**src/sv/bzfc_fifo.sv**
```systemverilog
// Small register-based first-in first-out queue with full and empty flags.
// No package dependencies.
module bzfc_fifo #(
  parameter int WIDTH = 8,
  parameter int DEPTH = 4
) (
  input  logic             clk,
  input  logic             rst_n,
  input  logic             wr_en,
  input  logic [WIDTH-1:0] wr_data,
  input  logic             rd_en,
  output logic [WIDTH-1:0] rd_data,
  output logic             full,
  output logic             empty
);
  localparam int AW = (DEPTH > 1) ? $clog2(DEPTH) : 1;

  logic [WIDTH-1:0] mem_r [DEPTH];
  logic [AW-1:0]    wp_r;
  logic [AW-1:0]    rp_r;
  logic [AW:0]      cnt_r;
  logic             do_wr;
  logic             do_rd;

  assign full    = cnt_r == (AW+1)'(DEPTH);
  assign empty   = cnt_r == '0;
  assign do_wr   = wr_en && !full;
  assign do_rd   = rd_en && !empty;
  assign rd_data = mem_r[rp_r];

  // Pointers and occupancy.
  always_ff @(posedge clk) begin
    if (!rst_n) begin
      wp_r  <= '0;
      rp_r  <= '0;
      cnt_r <= '0;
    end else begin
      if (do_wr) begin
        wp_r <= (wp_r == AW'(DEPTH - 1)) ? '0 : wp_r + AW'(1);
      end
      if (do_rd) begin
        rp_r <= (rp_r == AW'(DEPTH - 1)) ? '0 : rp_r + AW'(1);
      end
      if (do_wr && !do_rd) begin
        cnt_r <= cnt_r + (AW+1)'(1);
      end else if (do_rd && !do_wr) begin
        cnt_r <= cnt_r - (AW+1)'(1);
      end
    end
  end

  // Storage.
  always_ff @(posedge clk) begin
    if (do_wr) begin
      mem_r[wp_r] <= wr_data;
    end
  end

endmodule

```
**config.mk**
```make
export PLATFORM = sky130hd
export DESIGN_NAME = bzfc_fifo
export DESIGN_NICKNAME = d
export VERILOG_FILES = /design/src/sv/bzfc_fifo.sv
export SDC_FILE = /design/constraint.sdc
export NUM_CORES = 1
export LEC_CHECK = 0
export BUFFER_PORTS_ARGS = -buffer_cell sky130_fd_sc_hd__buf_2
export CAP_MARGIN = 30
export CORE_MARGIN = 2
export CORE_UTILIZATION = 59
export DETAILED_ROUTE_END_ITERATION = 10
export GPL_TIMING_DRIVEN = 0
export PLACE_DENSITY = 0.81
export SLEW_MARGIN = 5
export SYNTH_ARGS = -nofsm -noshare
export SYNTH_HDL_FRONTEND = slang
export SYNTH_SLANG_ARGS = --single-unit
```
**constraint.sdc**
```tcl
create_clock -name clk -period 7.2 [get_ports clk]
set_clock_uncertainty 0.2 [all_clocks]
set_input_delay 1.08 -clock clk [delete_from_list [all_inputs] [get_ports clk]]
set_output_delay 1.08 -clock clk [all_outputs]
set_load 0.05 [all_outputs]
```
==> flow_metrics.tcl <==
set metrics [dict create \
    status "completed" \
    antenna_found_initial 0 \
    netlist_instances 93 \
    finalHoldViolations 0 \
    r2r_slack_ps 4600 \
    syn_nets 112 \
    clk_latency_ps 340 \
    drive_gt1_frac 0.3115 \
    gp_congestion 0.6658 \
    cts_resized 0 \
    worstHoldEndpoint "wp_r[1]$_SDFFE_PN0P_" \
    hold_buffers 0 \
    pin_count 22 \
    regToRegEndpoint "cnt_r[2]$_SDFFE_PN0P_" \
    vdd_drop_max_mv 0.2548 \
    crit-reg2reg-launch "cnt_r[0]$_SDFFE_PN0P_" \
    start_util 0.6069 \
    ant_nets 0 \
    hpwl_um 1755 \
    cts.root.buffer_cell "clkbuf_4" \
    synth-seq-cells 41 \
    cts_buffers 5 \
    firstDrtPassIters 4 \
    yosys_warnings 0 \
    clock.fmax_mhz 332.6 \
    min_period_ps 3007 \
    p_leak_nw 0.6735 \
    worstPathRequired_ps 5920 \
    area_growth_pct 11.90 \
    rows 19 \
    drv_slew 0 \
    syn-cell-area_mm2 0.001630 \
    startpoint_type "register" \
    drt_wl_total_um 2515 \
    drc 0 \
    cp-end-kind "output port" \
    viasPerCell 5.595 \
    power_density_mw_per_mm2 362.7 \
    dieHeight_um 56.57 \
    fin_nets 140 \
    min_path_type "reg2reg" \
    die_area_mm2 0.003200 \
    coreArea_mm2 0.002686 \
    grt_pass1_vias 862 \
    multi_input_comb_area_um2 460.4 \
    clk_pin_slew_worst_paths_ps 110 \
    hold_depth 2 \
    finalSetupViolations 0 \
    finalCritPeriodShare 0.4176 \
    drv_cap 0 \
    cts_sinks 41 \
    die_w_um 56.57 \
    worst_slack_ps 4193 \
    cts_tree "built" \
    wl_per_cell_um 16.44 \
    grt_overflow 0 \
    async_flop_share 0 \
    postSynthAreaPerCell_um2 17.53 \
    synth_cell_type_count 23 \
    hold_start "wp_r[1]$_SDFFE_PN0P_" \
    htreeDepth 2 \
    grt_start_max_net_pins 13 \
    rsz0062_at_grt "no" \
    synth_edf_count 32 \
    final.setup.tns_ps 0 \
    clock_path_buffers 2 \
    nFillCells 194 \
    seqCellArea_mm2 0.001141 \
    worstPathMaxFanout 8 \
    synth_flop_cell "edfxtp_1" \
    layout_commonest_cell "edfxtp_1" \
    num_vias 856 \
    relSlewSlack 0.6323 \
    worst_pin_slew_ps 546.8 \
    reg2reg_depth 7 \
    drt_iter0_markers 25 \
    grtUsageTotal 0.1852 \
    grt_pass1_wl_um 4140 \
    post_cts_buffers 0 \
    path_class "reg2out" \
    mostFrequentLayoutCells "edfxtp_1 (32), buf_2 (23), dfxtp_1 (9)" \
    seq_area_frac_synth 0.6999 \
    io_buffers 21 \
    pre_cts_slack_ps 4187 \
    crit_arrival_ps 1730 \
    diodes 0 \
]
## logic make-up after synthesis
family | count (synthesis) | synth area share
compound gates | 5 | 0.01842
xor+xnor | 2 | 0.01075
fa+ha+maj | 7 | 0.05833
buf+inv | 7 | 0.01765
flops | 41 | 0.6999
mux | 11 | 0.1289
simple gates | 20 | 0.06600
## critical path: stages, from the launching register on
cell and delay, ps:
dfxtp_1 320, buf_2 270, mux4_2 560, buf_2 230
## report_power, final
part	leakage [nW]	internal [mW]	switching, mW
Sequential	0.367	0.291	0.0189
Combinational	0.276	0.0841	0.163
Clock	0.0300	0.0353	0.0690
Total	0.673	0.410	0.251
## flip-flops by register name (all words and copies together) (netlist names), named ones only
name and count:
cnt_r 3, mem_r 32, rp_r 2, wp_r 2
## worst max-delay path by stage
stage | depth (start not counted) | end
finish | 3 | rd_data[4]
global route | 3 | rd_data[4]
CTS | 3 | rd_data[4]
detailed placement | 9 | cnt_r[2]$_SDFFE_PN0P_
global placement | 9 | cnt_r[2]$_SDFFE_PN0P_
floorplan | 8 | cnt_r[2]$_SDFFE_PN0P_
## area by class of cell
cell class              instances  area share
plain buffers                   4    0.009602
clock buffers                   5     0.02058
clock inverters                 3    0.006859
inverters                       3    0.006173
multi-input cells              45      0.2524
flip-flops and latches         41      0.6255
well taps                      31     0.02126
repair buffers                 21     0.05761
## per-stage QoR
stage / utilization / hold WS (ps) / cell area, µm² / instances / total power [mW]
after floorplan: - / 267.7 / 1630 / 93 / 0.5096
after global placement: 0.6605 / 280.9 / 1774 / 145 / 0.5519
after detailed placement: 0.6605 / 294.8 / 1774 / 145 / 0.5627
after CTS: 0.6791 / 316.8 / 1824 / 153 / 0.6704
after global routing: 0.6791 / 359.2 / 1824 / 153 / 0.7004
final: 0.6791 / 319.3 / 1824 / 153 / 0.6616
## routing by layer
| metal | global-route usage | wire length, µm | share of wire |
|---|---|---|---|
| met1 | 0.1994 | 952 | 0.38 |
| met2 | 0.3223 | 1363 | 0.54 |
| met3 | 0.07604 | 141 | 0.056 |
| met4 | 0.07143 | 57 | 0.023 |
| met5 | 0 | 0 | 0 |
## cell usage after synthesis, types with 2 or more instances
cell       n  area [µm²]
nor2_1     2       7.510
dfxtp_1    9       180.2
nor2b_1    2       12.51
o21ai_0    3       15.01
nand3_1    2       10.01
inv_1      3       11.26
nand2_1    6       22.52
edfxtp_1  32       960.9
ha_1       6       75.07
and2_1     5       31.28
mux2i_1    3       30.03
mux4_2     8       180.2
buf_2      2       10.01
No activity file was read; power rests on OpenSTA's default activity.
