===== src/sv/bzfc_pkg.sv =====
// Shared types and constants for the band z-score fault classifier.
// No dependencies; every other file of the block but bzfc_fifo imports this package.
package bzfc_pkg;

  localparam int NBANDS    = 4;
  localparam int BAND_W    = 2;
  localparam int WORD_W    = 32;
  localparam int SEV_W     = 31;
  localparam int LABEL_W   = 3;
  localparam int CFG_AW    = 5;
  localparam int REG_IDX_W = 3;

  // Register map: means first, then deviations.
  localparam logic [REG_IDX_W-1:0] REG_MEAN_BASE = 3'd0;
  localparam logic [REG_IDX_W-1:0] REG_STD_BASE  = 3'd4;

  localparam logic [WORD_W-1:0] MEAN_RST = 32'd0;
  localparam logic [WORD_W-1:0] STD_RST  = 32'h0001_0000;

  localparam logic [SEV_W-1:0] SEV_MAX = '1;

  // Result labels.
  localparam logic [LABEL_W-1:0] LABEL_NORMAL     = 3'd0;
  localparam logic [LABEL_W-1:0] LABEL_UNBALANCE  = 3'd1;
  localparam logic [LABEL_W-1:0] LABEL_MISALIGN   = 3'd2;
  localparam logic [LABEL_W-1:0] LABEL_OUTER_RACE = 3'd3;
  localparam logic [LABEL_W-1:0] LABEL_INNER_RACE = 3'd4;

  typedef struct packed {
    logic [NBANDS-1:0][WORD_W-1:0] mean;
    logic [NBANDS-1:0][WORD_W-1:0] dev;
  } cfg_t;

  // One prepared item: per band the sign and size of the deviation from the
  // mean, and the divisor after the tiny-deviation substitution.
  typedef struct packed {
    logic [NBANDS-1:0]             neg;
    logic [NBANDS-1:0][WORD_W-1:0] mag;
    logic [NBANDS-1:0][WORD_W-1:0] dvsr;
  } job_t;

  typedef struct packed {
    logic [LABEL_W-1:0] fault_label;
    logic [SEV_W-1:0]   severity;
    logic [NBANDS-1:0]  band_flags;
  } res_t;

  // Fault label that belongs to a band.
  function automatic logic [LABEL_W-1:0] band_label(input logic [BAND_W-1:0] idx);
    logic [LABEL_W-1:0] lbl;
    case (idx)
      2'd0:    lbl = LABEL_UNBALANCE;
      2'd1:    lbl = LABEL_MISALIGN;
      2'd2:    lbl = LABEL_OUTER_RACE;
      2'd3:    lbl = LABEL_INNER_RACE;
      default: lbl = LABEL_NORMAL;
    endcase
    return lbl;
  endfunction

endpackage


===== src/sv/bzfc_regs.sv =====
// APB-style register file holding the per-band baseline means and deviations.
// Depends on bzfc_pkg.
module bzfc_regs (
  input  logic                       clk,
  input  logic                       rst_n,
  input  logic                       psel,
  input  logic                       penable,
  input  logic                       pwrite,
  input  logic [bzfc_pkg::CFG_AW-1:0] paddr,
  input  logic [bzfc_pkg::WORD_W-1:0] pwdata,
  output logic [bzfc_pkg::WORD_W-1:0] prdata,
  output logic                       pready,
  output bzfc_pkg::cfg_t             cfg
);
  import bzfc_pkg::*;

  logic [WORD_W-1:0]    mean_r [NBANDS];
  logic [WORD_W-1:0]    std_r  [NBANDS];
  logic [REG_IDX_W-1:0] idx;
  logic                 wr_en;

  assign pready = 1'b1;
  assign idx    = paddr[CFG_AW-1:2];
  assign wr_en  = psel && penable && pwrite && pready;

  // Register writes in the access phase.
  always_ff @(posedge clk) begin
    if (!rst_n) begin
      for (int b = 0; b < NBANDS; b++) begin
        mean_r[b] <= MEAN_RST;
        std_r[b]  <= STD_RST;
      end
    end else if (wr_en) begin
      if (idx < REG_STD_BASE) begin
        mean_r[idx[BAND_W-1:0]] <= pwdata;
      end else begin
        std_r[idx[BAND_W-1:0]] <= pwdata;
      end
    end
  end

  // Read-back mux.
  always_comb begin
    if (idx < REG_STD_BASE) begin
      prdata = mean_r[idx[BAND_W-1:0]];
    end else begin
      prdata = std_r[idx[BAND_W-1:0]];
    end
  end

  always_comb begin
    for (int b = 0; b < NBANDS; b++) begin
      cfg.mean[b] = mean_r[b];
      cfg.dev[b]  = std_r[b];
    end
  end

endmodule


===== config.mk =====
export PLATFORM = sky130hd
export DESIGN_NAME = bzfc_regs
export DESIGN_NICKNAME = d
export VERILOG_FILES = /design/src/sv/bzfc_pkg.sv /design/src/sv/bzfc_regs.sv
export SDC_FILE = /design/constraint.sdc
export NUM_CORES = 1
export LEC_CHECK = 0
export ABC_CLOCK_PERIOD_IN_PS = 4100
export BUFFER_PORTS_ARGS = -buffer_cell sky130_fd_sc_hd__buf_2
export CAP_MARGIN = 40
export CORE_MARGIN = 3
export CORE_UTILIZATION = 40
export DETAILED_ROUTE_END_ITERATION = 12
export PLACE_DENSITY = 0.66
export SLEW_MARGIN = 20
export SYNTH_ARGS = -nofsm -noshare
export SYNTH_HDL_FRONTEND = slang
export SYNTH_SLANG_ARGS = --single-unit

===== constraint.sdc =====
create_clock -name clk -period 4.1 [get_ports clk]
set_input_delay 0.41 -clock clk [delete_from_list [all_inputs] [get_ports clk]]
set_output_delay 0.41 -clock clk [all_outputs]
set_load 0.005 [all_outputs]

==> summary.md, run 1 <==
| Metric | Value |
|---|---|
| Sequential cell area fraction in the yosys report | between 60% and 70% |
| Slew Viols, Final | 0 |
| Die ar. | between 30,000 and 40,000 sq um |
| Final Cell Area | ~15,000 sq um |
| CP Capture Type | output pin |
| Syn Area/Cell | approximately 16 sq um |
| Floorplan die width | 179.0 um |
| Total of warnings raised by yosys | 0 |
| Largest stage delay, worst path | 0.58 ns |
| CP arrival | approximately 2.3 ns |
| H-Tree Depth | 1 |
| Pin count of the biggest net entering global routing | slightly below 80 |
| GRT Total Usage | approximately 22% |
| Vias per cell | about 5.7 |
| Clock sinks | about 260 |
| Synth cell types | 25 |
| Core Area | between 20,000 and 30,000 sq um |
| Routed len/inst | 24.82 um |
| Crit path kind | in -> out |
| Achievable Freq | 363.4 MHz |
| Overflow after GRT | 0 |
| Register bit total from synthesis | ~260 |
| Leakage power | approximately 5.3 nW |
| Area occupied by multi-input gates | approximately 3800 sq um |
| Setup TNS | 0 ns |
| Sequential share of power | between 50% and 60% |
| Non-Filler Instances | around 1,500 |
| Fill cell count | 2,496 |
| Sw Pwr | roughly 1.5 mW |
| Most frequent cells in the layout | buf_2 (324), edfxtp_1 (256), nor3_1 (201) |
| I/O pin count | about 330 |
| Worst EP required | ~3.7 ns |
| Synth-to-layout area growth | 24.93% |
| CP Cell Sequence | buf_4 > buf_4 > mux4_2 > mux2_2 > buf_2 |
| Register area | a little under 8000 sq um |
| Placed Instances | roughly 1,400 |
| Post-CTS resize count | 0 |
| Logic pwr share | between 10% and 20% |
| Postcts setup bufs | 0 |
| P per Cell Area | roughly 410 nW/um^2 |
| Final GP Congestion | 0.7606 |
| Setup-violating endpoint count in the final report | 0 |
| Routed WL | between 30,000 and 40,000 um |
| Startpoint Class | input pin |
| Pre-antenna DRT Iters | 5 |
| Die height | between 150 and 200 um |
| Vias in the first global route | between 8,000 and 9,000 |
| Min-Delay Path Class | in -> reg |
| Port buffer count | 327 |
| Internal | ~4.7 mW |
| CTS tree | yes |
| Fin util | 51.43% |
| Largest driver fanout on the critical path | 29 |
| Post-synth top flop | edfxtp_1 |
| DRC Markers | 0 |
| Initial DRC count | slightly below 900 |
| Pwr Total | about 6.2 mW |
| Worst-case clock buffer depth | 3 |
| RSZ-0062 raised after global routing | false |
| Final hold vios | 0 |
| Status | completed |
| CP most frequent cell | buf_4 |
| Post-Syn Instances | about 770 |
| Relative slew slack | a little over two fifths |
| Cell Area, Placed | between 10,000 and 15,000 sq um |
| Cell row count | between 60 and 70 |
| Initial core utilization | around 40% |
| Number of synthesized flops with an enable pin | between 200 and 300 |
| TritonCTS Buffers | 26 |
| Mapped cell area | around 12,000 sq um |
| Sw frac | around a quarter |
| Syn Nets | slightly above 800 |
| Hold-fix buffers, CTS | 0 |
| Max VDD drop | ~0.00022 V |
| Asr flop ratio synth | 0% |
| Initial antenna violation count | 1 |
| Clk pwr share | between 30% and 40% |
| Worst-margin pin slew | 0.8523 ns |
| Number of antenna-violating nets in the routed design | 0 |
| Slowest stage cell, crit path | mux4_2 |
| Max Cap Viol | 0 |
| Layout Nets | ~1,100 |
| Commonest non-fill, non-tap cell in the layout | buf_2 |
| Hpwl dp | 24,820 um |
| Via count | approximately 8,400 |
| Fraction of layout cells with a size suffix above 1 | approximately half |
| Period utilisation layout | between 60% and 70% |
| Minimum clock period | around 2.8 ns |
| Reg clk slew, reported paths | 0.06 ns |
| First-pass GRT wire length | 53,190 um |
| Root buf cell | clkbuf_16 |
==> logic make-up (layout without fill, tap and decap cells) <==
logic type             Yosys count  count (layout)  synth area share (%)
buffers and inverters          116             442                 4.659
muxes                           96              96                 15.58
other                            1               2               0.03131
AOI/OAI and AO/OA                8               8                0.3343
DFF                            256             256                 64.19
and+or+nand+nor                294             294                 15.21
==> power by group through the flow <==
| stage | combinational, mW | sequential (mW) | clock (mW) |
|---|---|---|---|
| finish | 0.744 | 3.12 | 2.32 |
| global route | 0.800 | 3.14 | 2.45 |
| CTS | 0.749 | 3.12 | 2.36 |
| detailed placement | 0.746 | 3.18 | 0 |
| global placement | 0.742 | 3.17 | 0 |
| floorplan | 0.371 | 3.17 | 0 |
==> cell usage after synthesis (8+ instances only) <==
library cell  count  area share, %
buf_1            11           0.34
mux2_2           15            1.4
nor3_1          201            8.4
clkbuf_1         37            1.2
mux4_2           64             12
nand3b_1         32            2.0
nor3_2           50            4.2
mux2_4           17            2.1
buf_2            21           0.88
o21ai_0           8           0.33
inv_1            32            1.0
edfxtp_1        256             64
==> worst max-delay path: cells and delay by family <==
family   cells  cell delay [ns]
buf+inv      3             1.01
mux          2             0.88
==> cell type report <==
cell class	count	area share (%)
Multi-Input combinational cell	399	25.54
Inverter	33	0.8279
Timing Repair Buffer	361	13.46
Antenna cell	1	0.01673
Sequential cell	256	51.38
Clock inverter	20	1.020
Tap cell	384	3.211
Clock buffer	28	4.541
==> metal layers <==
metal  part of all wire, %  track usage (%)
met2                    48            36.22
met4                   2.1            5.584
met1                    40            30.27
met3                   9.1            5.210
met5                     0                0
==> metrics by stage <==
stage / setup WS (ns) / hold WS [ns]
finish: 1.349 / 0.2280
global route: 1.212 / 0.2142
CTS: 1.276 / 0.1921
detailed placement: 1.285 / 0.7474
global placement: 1.279 / 0.7404
floorplan: 0.1062 / 0.5879
==> path summary, 6_finish.rpt <==
| check | cells after the start | slack (ns) | to | start |
|---|---|---|---|---|
| worst min-delay path | 2 | 0.23 | std_r[1][16] | pwdata[16] |
| worst max-delay path | 5 | 1.35 | prdata[0] | paddr[2] |
==> registers in the layout (all words and copies together), names as in the netlist <==
signal,cells
mean_r,128
std_r,128
No activity file was read; power rests on OpenSTA's default activity.
==> run 2: changes to the inputs <==
--- a/config.mk
+++ b/config.mk
@@ -5,13 +5,12 @@
 export SDC_FILE = /design/constraint.sdc
 export NUM_CORES = 1
 export LEC_CHECK = 0
-export ABC_CLOCK_PERIOD_IN_PS = 4100
+export ABC_CLOCK_PERIOD_IN_PS = 2900
 export BUFFER_PORTS_ARGS = -buffer_cell sky130_fd_sc_hd__buf_2
 export CAP_MARGIN = 40
 export CORE_MARGIN = 3
 export CORE_UTILIZATION = 40
 export DETAILED_ROUTE_END_ITERATION = 12
-export PLACE_DENSITY = 0.66
 export SLEW_MARGIN = 20
 export SYNTH_ARGS = -nofsm -noshare
 export SYNTH_HDL_FRONTEND = slang
==> constraint.sdc (replaced) <==
create_clock -name clk -period 2.9 [get_ports clk]
set_input_delay 0.29 -clock clk [delete_from_list [all_inputs] [get_ports clk]]
set_output_delay 0.29 -clock clk [all_outputs]
set_load 0.005 [all_outputs]
==> summary.md, run 2 (same netlist as run 1, synthesis figures left out) <==
| Metric | Value |
|---|---|
| Crit path from | paddr[2] |
| Fin util | about half |
| Initial core utilization | between 40 and 50% |
| Top Registers | mean_r x128, std_r x128 |
| Overflow after GRT | 0 |
| Register area | ~7700 sq um |
| Largest driver fanout on the critical path | 38 |
| Final Cell Area | 14,980 sq um |
| Via count | ~8,500 |
| Achievable Freq | around 430 MHz |
| Routed len/inst | approximately 25 um |
| Placed Instances | between 1,000 and 1,500 |
| H-Tree Depth | 1 |
| Synth-to-layout area growth | 25.05% |
| Root buf cell | clkbuf_16 |
| Commonest non-fill, non-tap cell in the layout | buf_2 |
| Pre-antenna DRT Iters | 5 |
| Worst-case clock buffer depth | 3 |
| Hpwl dp | roughly 24,000 um |
| Minimum clock period | about 2.3 ns |
| Relative slew slack | a little over half |
| Max VDD drop | 0.0003192 V |
| Postcts setup bufs | 0 |
| Crit path kind | in -> out |
| Number of antenna-violating nets in the routed design | 0 |
| Pwr Total | approximately 8.6 mW |
| Cell row count | slightly above 60 |
| First-pass GRT wire length | ~53,000 um |
| I/O pin count | between 300 and 400 |
| CP arrival | 2.05 ns |
| Pin count of the biggest net entering global routing | a little over 70 |
| Layout Nets | 1,126 |
| Non-Filler Instances | about 1,500 |
| Slowest stage cell, crit path | mux4_2 |
| Die ar. | between 30,000 and 40,000 sq um |
| Port buffer count | approximately 330 |
| GRT Total Usage | between 20% and 30% |
| Worst-margin pin slew | roughly 0.71 ns |
| Max Cap Viol | 0 |
| Vias in the first global route | approximately 8,300 |
| Vias per cell | 5.680 |
| Reg clk slew, reported paths | about 0.060 ns |
| Slew Viols, Final | 0 |
| Final hold vios | 0 |
| DRC Markers | 0 |
| Most frequent cells in the layout | buf_2 (324), edfxtp_1 (256), nor3_1 (201) |
| CP Cell Sequence | buf_4 > buf_12 > mux4_2 > mux2_4 > buf_2 |
| Leakage power | about 5.3 nW |
| Startpoint Class | input pin |
| Setup-violating endpoint count in the final report | 0 |
| RSZ-0062 raised after global routing | false |
| Floorplan die width | 179.0 um |
| Final GP Congestion | just under 0.8 |
| Fill cell count | roughly 2,500 |
| Routed WL | 36,870 um |
| Die height | roughly 180 um |
| Post-CTS resize count | 0 |
| Largest stage delay, worst path | 0.54 ns |
| Critical Path End | prdata[23] |
| Period utilisation layout | 80.65% |
| Worst EP required | ~2.6 ns |
| Min-Delay Path Class | in -> reg |
| Area occupied by multi-input gates | about 3800 sq um |
| Fraction of layout cells with a size suffix above 1 | approximately half |
| Initial antenna violation count | 0 |
| Core Area | between 20,000 and 30,000 sq um |
| Status | completed |
| CTS tree | yes |
| Hold-fix buffers, CTS | 0 |
| Clock sinks | between 200 and 300 |
| Initial DRC count | just over 700 |
| N_diodes | 0 |
| Cell Area, Placed | ~14,000 sq um |
| TritonCTS Buffers | 26 |
| CP Capture Type | output pin |
| P per Cell Area | 572.8 nW/um^2 |
==> run 2: worst max-delay path, delay by kind of cell <==
family / cells / cell delay, ns
buffers and inverters: 3 / 0.86
muxes: 2 / 0.82
==> run 2: final cells by class <==
| type | instances | share of cell area (%) |
|---|---|---|
| Sequential cell | 256 | 51.33 |
| Multi-Input combinational cell | 399 | 25.51 |
| Timing Repair Buffer | 368 | 13.95 |
| Clock buffer | 32 | 4.637 |
| Tap cell | 384 | 3.208 |
| Inverter | 33 | 0.8271 |
| Clock inverter | 16 | 0.5347 |
==> run 2: metal layers <==
| metal | vias up | GRT usage (%) | part of all wire [%] |
|---|---|---|---|
| li1 | 3663 | - | - |
| met1 | 4283 | 31.40 | 42 |
| met2 | 443 | 35.74 | 47 |
| met3 | 63 | 4.045 | 9.0 |
| met4 | 0 | 5.292 | 2.2 |
| met5 | - | 0 | 0 |
==> run 2: where the power goes <==
part           internal, mW  total (mW)  switching, mW  leakage [nW]
clock network          1.70        3.11           1.41         0.378
logic                 0.483        1.06          0.576          2.53
registers              4.28        4.41          0.132          2.44
total                  6.46        8.58           2.12          5.34
==> run 2: worst min path at each step <==
stage                     startpoint  slack [ns]  depth (start not counted)           end
after floorplan           pwdata[16]        0.47                          1  std_r[3][16]
after global placement    pwdata[16]        0.62                          2  std_r[3][16]
after CTS                 pwdata[16]        0.07                          2  std_r[3][16]
final                     pwdata[16]         0.1                          2  std_r[0][16]
after global routing      pwdata[16]        0.09                          2  std_r[3][16]
after detailed placement  pwdata[16]        0.63                          2  std_r[3][16]
==> run 2: stage by stage <==
| step | hold slack [ns] | setup TNS [ns] | worst slack, ns |
|---|---|---|---|
| floorplan | 0.4679 | -11.70 | -0.1163 |
| global placement | 0.6153 | 0 | 0.5056 |
| detailed placement | 0.6261 | 0 | 0.5132 |
| CTS | 0.07224 | 0 | 0.5154 |
| global route | 0.08849 | 0 | 0.4329 |
| finish | 0.09634 | 0 | 0.5610 |
