===== src/sv/bzfc_pkg.sv =====
// Shared types and constants for the band z-score fault classifier.
// No dependencies; every other file of the block but bzfc_fifo imports this package.
package bzfc_pkg;

  localparam int NBANDS    = 4;
  localparam int BAND_W    = 2;
  localparam int WORD_W    = 32;
  localparam int SEV_W     = 31;
  localparam int LABEL_W   = 3;
  localparam int CFG_AW    = 5;
  localparam int REG_IDX_W = 3;

  // Register map: means first, then deviations.
  localparam logic [REG_IDX_W-1:0] REG_MEAN_BASE = 3'd0;
  localparam logic [REG_IDX_W-1:0] REG_STD_BASE  = 3'd4;

  localparam logic [WORD_W-1:0] MEAN_RST = 32'd0;
  localparam logic [WORD_W-1:0] STD_RST  = 32'h0001_0000;

  localparam logic [SEV_W-1:0] SEV_MAX = '1;

  // Result labels.
  localparam logic [LABEL_W-1:0] LABEL_NORMAL     = 3'd0;
  localparam logic [LABEL_W-1:0] LABEL_UNBALANCE  = 3'd1;
  localparam logic [LABEL_W-1:0] LABEL_MISALIGN   = 3'd2;
  localparam logic [LABEL_W-1:0] LABEL_OUTER_RACE = 3'd3;
  localparam logic [LABEL_W-1:0] LABEL_INNER_RACE = 3'd4;

  typedef struct packed {
    logic [NBANDS-1:0][WORD_W-1:0] mean;
    logic [NBANDS-1:0][WORD_W-1:0] dev;
  } cfg_t;

  // One prepared item: per band the sign and size of the deviation from the
  // mean, and the divisor after the tiny-deviation substitution.
  typedef struct packed {
    logic [NBANDS-1:0]             neg;
    logic [NBANDS-1:0][WORD_W-1:0] mag;
    logic [NBANDS-1:0][WORD_W-1:0] dvsr;
  } job_t;

  typedef struct packed {
    logic [LABEL_W-1:0] fault_label;
    logic [SEV_W-1:0]   severity;
    logic [NBANDS-1:0]  band_flags;
  } res_t;

  // Fault label that belongs to a band.
  function automatic logic [LABEL_W-1:0] band_label(input logic [BAND_W-1:0] idx);
    logic [LABEL_W-1:0] lbl;
    case (idx)
      2'd0:    lbl = LABEL_UNBALANCE;
      2'd1:    lbl = LABEL_MISALIGN;
      2'd2:    lbl = LABEL_OUTER_RACE;
      2'd3:    lbl = LABEL_INNER_RACE;
      default: lbl = LABEL_NORMAL;
    endcase
    return lbl;
  endfunction

endpackage


===== src/sv/bzfc_front.sv =====
// Front end: turns one input word into a divide job per band (sign, magnitude
// of the deviation from the mean, divisor). Depends on bzfc_pkg.
module bzfc_front #(
  parameter int FRAC_BITS = 16
) (
  input  logic [bzfc_pkg::NBANDS-1:0][bzfc_pkg::WORD_W-1:0] energy,
  input  bzfc_pkg::cfg_t                                   cfg,
  output bzfc_pkg::job_t                                   job
);
  import bzfc_pkg::*;

  // Deviations at or below 0.0001 are replaced by 1.0.
  localparam logic [63:0] ONE_RAW     = 64'(1) << FRAC_BITS;
  localparam logic [63:0] STD_MIN_RAW = ONE_RAW / 10000 + 64'd1;

  always_comb begin
    for (int b = 0; b < NBANDS; b++) begin
      job.neg[b] = energy[b] < cfg.mean[b];
      if (job.neg[b]) begin
        job.mag[b] = cfg.mean[b] - energy[b];
      end else begin
        job.mag[b] = energy[b] - cfg.mean[b];
      end
      if (64'(cfg.dev[b]) < STD_MIN_RAW) begin
        job.dvsr[b] = ONE_RAW[WORD_W-1:0];
      end else begin
        job.dvsr[b] = cfg.dev[b];
      end
    end
  end

endmodule


===== config.mk =====
export PLATFORM = sky130hd
export DESIGN_NAME = bzfc_front
export DESIGN_NICKNAME = d
export VERILOG_FILES = /design/src/sv/bzfc_pkg.sv /design/src/sv/bzfc_front.sv
export SDC_FILE = /design/constraint.sdc
export NUM_CORES = 1
export LEC_CHECK = 0
export ABC_CLOCK_PERIOD_IN_PS = 11640
export CORE_AREA = 2 2 247 249
export DETAILED_ROUTE_END_ITERATION = 16
export DIE_AREA = 0 0 249 251
export DONT_BUFFER_PORTS = 1
export PLACE_DENSITY = 0.43
export SYNTH_ARGS = -nofsm -noshare
export SYNTH_HDL_FRONTEND = slang
export SYNTH_SLANG_ARGS = --single-unit

===== constraint.sdc =====
create_clock -name vclk -period 11.64
set_clock_uncertainty 0.2 [all_clocks]
set_input_delay 1.746 -clock vclk [all_inputs]
set_output_delay 1.746 -clock vclk [all_outputs]
set_load 0.01 [all_outputs]

==> results.toml, run 1 <==
[run_status]
status = "finished, final reports clean"

[grt]
grt_overflow = 0
grt_pass1_vias = 15600
grt_max_degree = 40
antenna_found_initial = 25
grt_pass1_wl_um = 97800
grt_usage = 0.196

[power]
p_sw_frac = 0.660
power_per_cell_area_nw_per_um2 = 64.5
p_seq_frac = 0
power_frac_clock = 0
total_power_mw = 0.972
ir_drop_v = 0.0000302
p_leak_nw = 7.45
intPower_mw = 0.331
combPwrFrac = 1.000
p_sw_mw = 0.641

[timing]
relSlewSlack = 0.378
setup_viol = 0
slew_viol_final = 0
hold_viol = 0
finalCritPeriodShare = 0.635
hold_slack_ns = 3.29
min_period_ns = 7.39
worst_slew_pin_slew_ns = 0.927
rsz0062_at_grt = "false"
fin_tns_setup_ns = 0
fmax_ghz = 0.135

[die]
start_util = 0.251
pin_count = 644
rows = 90
die_area_um2 = 62500
core-area_um2 = 59800
dieHeight_um = 251
die_w_um = 249

[route]
wl_um = 65600
drtAntennaViolNets = 0
drcViolationCount = 0
routedWlPerCell_um = 22.6
dr.pass1.iters = 6
drt-initial-drc-count = 1205
vias_per_cell = 5.55
vias = 16100

[yosys]
avgSynthCellArea_um2 = 6.47
syn-num-nets = 2972
synthCells = 2320
synth.distinct_cells = 95
ys_warn_count = 0
ys_seq_area_frac = 0
synth_area_um2 = 15000

[cells_and_area]
syn2layout_area_growth_pct = 0.409
layout_common_cells = "inv_1 (301), ha_1 (260), a21oi_1 (232)"
nClkBuffers = 0
drive_gt1_frac = 0.0290
seq_cell_count = 0
regArea_um2 = 0
n_fill_cell = 6811
layout.nets = 2756
final_common_cell = "inv_1"
final_util = 0.252

[worst_hold_path]
holdCritPathClass = "in2out"

[job]
cap_violations = 0

[setup_path]
critical_path_required_ns = 9.69
end_kind = "primary output"
cp_max_fo = 30
start_kind = "primary input"
cp.arrival_ns = 5.45
crit_type = "in2out"

[placed_design]
portBuffers = 0
dp_hpwl_um = 57200
gp_congestion = 0.920

[clock_tree]
cts_resized = 0
cts_hold_buffers = 0
postCtsSetupBuffers = 0
-- worst max-delay path, cell delays in order --
cell and delay [ns]:
inv_1 0.03, ha_1 0.20, fa_1 0.38, and2b_4 0.28
o31ai_4 0.07, a211oi_2 0.27, o31ai_2 0.13, a2111o_1 0.46
nand2_2 0.55, inv_2 0.46, a2111oi_0 0.46, a21oi_1 0.10
xor2_1 0.28
-- metrics by stage --
stage	std cells	setup slack (ns)	instance area, um^2
3_5_place_dp	2884	4.24	15000
4_1_cts	2884	4.23	15000
5_1_grt	2901	4.03	15100
6_report	2902	4.25	15100
2_1_floorplan	2320	5.17	15000
3_3_place_gp	2884	4.24	15000
-- logic make-up (layout without fill, tap and decap cells) --
group / after synthesis / count (layout) / share of synthesized area
AOI/OAI and AO/OA: 768 / 768 / 0.338
xor gates and xnor gates: 116 / 116 / 0.0677
adders and majority gates: 268 / 268 / 0.227
buffers and inverters: 525 / 307 / 0.142
muxes: 32 / 32 / 0.0215
other: 0 / 18 / 0
and+or+nand+nor: 611 / 611 / 0.204
-- power by group through the flow --
stage,Sequential (mW),Clock [mW],Combinational [mW]
after floorplan,0,0,0.761
after global placement,0,0,0.969
after detailed placement,0,0,0.963
after CTS,0,0,0.970
after global routing,0,0.000000198,1.06
final,0,0.000000212,0.972
-- routing by layer --
layer | vias to the layer above | global-route usage | wire [um]
li1 | 7626 | - | -
met1 | 7667 | 0.231 | 26000
met2 | 672 | 0.338 | 31200
met3 | 131 | 0.0351 | 4460
met4 | 2 | 0.102 | 3850
met5 | - | 0 | 13
-- synth_stat cells (all sizes together), types with 4 or more instances --
master	count	share of area
a2111oi	9	0.0057
a211o	4	0.0023
a211oi	29	0.015
a21boi	10	0.0050
a21o	124	0.062
a21oi	234	0.078
a221o	7	0.0047
a221oi	7	0.0045
a22oi	7	0.0035
a311oi	10	0.0062
a31o	7	0.0041
a31oi	27	0.011
and2	19	0.0083
and3	27	0.012
and4	7	0.0041
buf	50	0.020
clkbuf	170	0.045
fa	8	0.011
ha	260	0.22
inv	304	0.076
mux2i	30	0.020
nand2	138	0.035
nand2b	27	0.011
nand3	43	0.015
nand3b	6	0.0030
nand4	46	0.019
nor2	141	0.035
nor2b	39	0.016
nor3	60	0.020
nor4	29	0.012
o2111ai	8	0.0047
o211ai	21	0.010
o21a	24	0.012
o21ai	135	0.045
o21bai	31	0.015
o221ai	5	0.0029
o311ai	6	0.0040
o31a	8	0.0047
o31ai	23	0.013
o41ai	5	0.0042
or2	10	0.0042
or3	14	0.0060
xnor2	66	0.038
xor2	50	0.029
-- area by class of cell --
type	instances	area [um^2]	share of cell area
Multi-Input combinational cell	1795	12900	0.855
Inverter	304	1140	0.0757
Tap cell	782	978	0.0649
Antenna cell	18	45.0	0.00299
Timing Repair Buffer	3	22.5	0.00149
-- final timing paths --
path              startpoint        to  slack [ns]  cells after the start
setup / recovery  energy[96]  job[229]        4.25                     13
hold / removal      cfg[114]  job[114]        3.29                      0
Note: power is estimated with default switching activity, not from simulation.
==> run 2, diff against run 1 <==
--- a/config.mk
+++ b/config.mk
@@ -5,10 +5,10 @@
 export SDC_FILE = /design/constraint.sdc
 export NUM_CORES = 1
 export LEC_CHECK = 0
-export ABC_CLOCK_PERIOD_IN_PS = 11640
-export CORE_AREA = 2 2 247 249
+export ABC_CLOCK_PERIOD_IN_PS = 6000
+export CORE_AREA = 2 2 253 255
 export DETAILED_ROUTE_END_ITERATION = 16
-export DIE_AREA = 0 0 249 251
+export DIE_AREA = 0 0 255 257
 export DONT_BUFFER_PORTS = 1
 export PLACE_DENSITY = 0.43
 export SYNTH_ARGS = -nofsm -noshare
==> constraint.sdc (replaced) <==
create_clock -name vclk -period 6
set_clock_uncertainty 0.2 [all_clocks]
set_input_delay 0.9 -clock vclk [all_inputs]
set_output_delay 0.9 -clock vclk [all_outputs]
set_load 0.01 [all_outputs]
==> run 2 against run 1 <==
- worst setup slack got worse by 3.8 ns
- largest cell class unchanged
- largest power group unchanged
- sequential cell count did not move
- non-clock buffer count rose by 23
- total power rose by 100%
- design area rose by 1.6%
- first-iteration DRC count fell by 13%
- core utilization fell by 0.81 points
- hold slack got worse by 1.7 ns
==> results.toml, run 2 (synthesis gave the netlist of run 1 again) <==
[run_status]
status = "finished, final reports clean"

[power]
total_power_mw = 1.97
p_leak_nw = 7.56
ir_drop_v = 0.0000513
power_per_cell_area_nw_per_um2 = 129

[cells_and_area]
regArea_um2 = 0
layout_common_cells = "inv_1 (301), ha_1 (260), a21oi_1 (232)"
layout.nets = 2779
seq_cell_count = 0
nClkBuffers = 0
drive_gt1_frac = 0.0395
final_common_cell = "inv_1"
syn2layout_area_growth_pct = 1.97
final_cells = 2982

[setup_path]
end_kind = "primary output"
cp.arrival_ns = 4.46
crit_type = "in2out"
start_kind = "primary input"
critical_path_required_ns = 4.90
cp_max_fo = 22

[placed_design]
gp_congestion = 0.935
dp_hpwl_um = 58600
placed_cells = 2971
portBuffers = 0

[clock_tree]
cts_hold_buffers = 0
postCtsSetupBuffers = 0
cts_resized = 0

[timing]
rsz0062_at_grt = "false"
worst_slew_pin_slew_ns = 0.856
slew_viol_final = 0
fin_tns_setup_ns = 0
finalCritPeriodShare = 0.926
min_period_ns = 5.56
fmax_ghz = 0.180
hold_viol = 0
relSlewSlack = 0.424
setup_viol = 0

[route]
drt-initial-drc-count = 1049
drtAntennaViolNets = 0
routedWlPerCell_um = 22.6
vias_per_cell = 5.39
vias = 16100
wl_um = 67200
drcViolationCount = 0
dr.pass1.iters = 5

[grt]
antenna_found_initial = 13
grt_usage = 0.192
grt_pass1_wl_um = 99300
top_usage_layer = "met2"
grt_max_degree = 28
met3_usage = 0.0396
grtUsageMet2 = 0.330
grt_overflow = 0
grt_use_met1 = 0.238
grt_pass1_vias = 15600

[die]
pin_count = 644
dieHeight_um = 257
start_util = 0.239
rows = 92
die_w_um = 255
die_area_um2 = 65500
core-area_um2 = 62700

[worst_hold_path]
min_to = "job[124]"
min-delay-start = "cfg[124]"
holdPathStages = 0
holdCritPathClass = "in2out"

[job]
cap_violations = 0
run 2: cell count changes in the layout (fill, tap and decap cells not counted), sizes merged:
cell | before | now
buf | 3 | 26
diode | 18 | 11
run 2: area by class of cell:
cell class                      instances  area [um^2]
Fill cell                            7156        47400
Multi-Input combinational cell       1795        12900
Inverter                              304         1140
Tap cell                              846         1060
Timing Repair Buffer                   26          195
Antenna cell                           11         27.5
run 2: worst max path at each step:
stage	endpoint	from	slack (ns)
5_1_grt	job[211]	energy[79]	0.17
3_5_place_dp	job[211]	energy[79]	0.51
4_1_cts	job[211]	energy[79]	0.50
6_report	job[211]	energy[79]	0.44
2_1_floorplan	job[253]	energy[96]	1.22
3_3_place_gp	job[222]	energy[79]	0.62
run 2: stage by stage:
step	worst slack, ns	hold slack, ns	utilization	instance area (um^2)
floorplan	1.22	1.70	-	15000
global placement	0.620	1.60	0.244	15300
detailed placement	0.509	1.60	0.244	15300
CTS	0.502	1.60	0.244	15300
global route	0.172	1.60	0.244	15300
finish	0.445	1.60	0.244	15300
run 2: critical path, cell delays in order:
cell and delay [ns]:
inv_1 0.03, ha_1 0.46, a21oi_1 0.28, o21ai_1 0.12, or3_1 0.36, a311oi_1 0.30, and3b_1 0.25, a31o_2 0.43
inv_2 0.35, buf_4 0.34, nor3_1 0.09, a31oi_1 0.22, xor2_1 0.30
run 2: per-layer routing:
layer | wire [um] | vias to the layer above
li1 | - | 7676
met1 | 27900 | 7662
met2 | 32500 | 676
met3 | 5090 | 62
met4 | 1780 | 2
met5 | 48 | -
run 2: where the power goes:
group | total [mW] | switching, mW | internal (mW)
Combinational | 1.97 | 1.29 | 0.680
Clock | 0.000000248 | 0 | 0.000000248
Sequential | 0 | 0 | 0
Total | 1.97 | 1.29 | 0.680
==> run 3, diff against run 2 <==
--- a/config.mk
+++ b/config.mk
@@ -6,11 +6,13 @@
 export NUM_CORES = 1
 export LEC_CHECK = 0
 export ABC_CLOCK_PERIOD_IN_PS = 6000
-export CORE_AREA = 2 2 253 255
+export CELL_PAD_IN_SITES_DETAIL_PLACEMENT = 2
+export CELL_PAD_IN_SITES_GLOBAL_PLACEMENT = 2
+export CORE_AREA = 2 2 251 253
 export DETAILED_ROUTE_END_ITERATION = 16
-export DIE_AREA = 0 0 255 257
+export DIE_AREA = 0 0 253 255
 export DONT_BUFFER_PORTS = 1
-export PLACE_DENSITY = 0.43
+export PLACE_DENSITY = 0.71
 export SYNTH_ARGS = -nofsm -noshare
 export SYNTH_HDL_FRONTEND = slang
 export SYNTH_SLANG_ARGS = --single-unit
==> constraint.sdc (replaced) <==
create_clock -name vclk -period 6
set_clock_uncertainty 0.2 [all_clocks]
set_input_delay 0.9 -clock vclk [all_inputs]
set_output_delay 0.9 -clock vclk [all_outputs]
set_load 0.005 [all_outputs]
==> run 3 against run 2 <==
- sequential cell count unchanged
- critical path type unchanged
- combinational power decreased by 6%
- sequential share of layout area stayed put
- fmax is 1.3% higher
- largest cell class unchanged
- clock-buffer cell count is the same
- worst setup slack improved by 0.074 ns
- critical endpoint is now job[229]
- via count up 2.4%
- final cell count decreased by 1.6%
- die area is 1.6% lower
- core utilization barely moved
- non-clock buffer count decreased by 13
- hold slack barely moved
==> results.toml, run 3 (synthesis gave the netlist of run 1 again) <==
[setup_path]
critical_path_required_ns = 4.90
start_kind = "primary input"
cp.arrival_ns = 4.38
slowest_delay_ns = 0.49
cp_max_fo = 27
crit_type = "in2out"
cpMaxStageDelayCell = "a2111oi_0"
timing.critical_path.cells = "inv_1 > ha_1 > fa_1 > and2b_4 > o31ai_4 > a211oi_2 > o31ai_2 > a2111o_1 > nand2_2 > inv_2 > a2111oi_0 > a21oi_1 > xor2_1"
end_kind = "primary output"

[power]
p_sw_frac = 0.643
p_seq_frac = 0
p_sw_mw = 1.19
total_power_mw = 1.85
power_per_cell_area_nw_per_um2 = 122
power_frac_clock = 0
ir_drop_v = 0.0000410
intPower_mw = 0.659
combPwrFrac = 1.000
p_leak_nw = 7.50

[route]
routedWlPerCell_um = 25.4
drt-initial-drc-count = 676
dr.pass1.iters = 7
drcViolationCount = 0
wl_um = 74600
vias_per_cell = 5.61
vias = 16500
drtAntennaViolNets = 0

[timing]
rsz0062_at_grt = "false"
finalCritPeriodShare = 0.914
relSlewSlack = 0.114
worst_slew_pin_slew_ns = 1.32
hold_viol = 0
setup_viol = 0
min_period_ns = 5.48
fmax_ghz = 0.182
fin_tns_setup_ns = 0
hold_slack_ns = 1.60
slew_viol_final = 0

[placed_design]
portBuffers = 0
gp_congestion = 0.911
dp_hpwl_um = 65100
placed_cells = 2911

[grt]
antenna_found_initial = 26
grt_pass1_vias = 17600
grt_pass1_wl_um = 110000
grt_usage = 0.215
grt_max_degree = 40
grt_overflow = 0

[cells_and_area]
layout_common_cells = "inv_1 (301), ha_1 (260), a21oi_1 (232)"
syn2layout_area_growth_pct = 1.15
final_cells = 2935
regArea_um2 = 0
n_fill_cell = 7638
final_common_cell = "inv_1"
final_util = 0.244
nClkBuffers = 0
seq_cell_count = 0
drive_gt1_frac = 0.0336
layout.nets = 2766

[die]
die_area_um2 = 64500
core-area_um2 = 62200
start_util = 0.242
pin_count = 644
die_w_um = 253
rows = 92
dieHeight_um = 255

[run_status]
status = "finished, final reports clean"

[clock_tree]
cts_resized = 0
cts_hold_buffers = 0
postCtsSetupBuffers = 0

[worst_hold_path]
holdCritPathClass = "in2out"

[job]
cap_violations = 0
-- run 3: power by group through the flow --
stage	sequential [mW]	combinational (mW)	clock [mW]
after global placement	0	1.78	0
after CTS	0	1.84	0
after detailed placement	0	1.83	0
after floorplan	0	1.36	0
final	0	1.85	0.000000540
after global routing	0	2.01	0.000000516
-- run 3: metal layers --
metal	vias up	global-route usage	part of all wire
li1	7637	-	-
met1	8172	0.243	0.39
met2	517	0.381	0.50
met3	130	0.0434	0.057
met4	4	0.116	0.055
met5	-	0	0.00038
-- run 3: final timing paths --
kind,startpoint,endpoint,slack (ns),cells after the start
setup / recovery,energy[96],job[229],0.52,13
hold / removal,cfg[111],job[111],1.60,0
-- run 3: final cells by class --
class / count / area [um^2] / share of cell area
inverters: 304 / 1140 / 0.0751
well taps: 799 / 1000 / 0.0658
diodes: 24 / 60.1 / 0.00395
multi-input cells: 1795 / 12900 / 0.849
repair buffers: 13 / 97.6 / 0.00643
-- run 3: metrics by stage --
step | setup slack [ns] | instance area (um^2)
final | 0.519 | 15200
after global routing | 0.264 | 15200
after CTS | 0.509 | 15100
after detailed placement | 0.527 | 15100
after global placement | 0.717 | 15100
after floorplan | 1.25 | 15000
-- run 3: critical path, delay by kind of cell --
family | cells | cell delay (ns)
compound gates | 6 | 1.61
fa+ha+maj | 2 | 0.59
buf+inv | 2 | 0.40
xor+xnor | 1 | 0.21
simple gates | 2 | 0.67
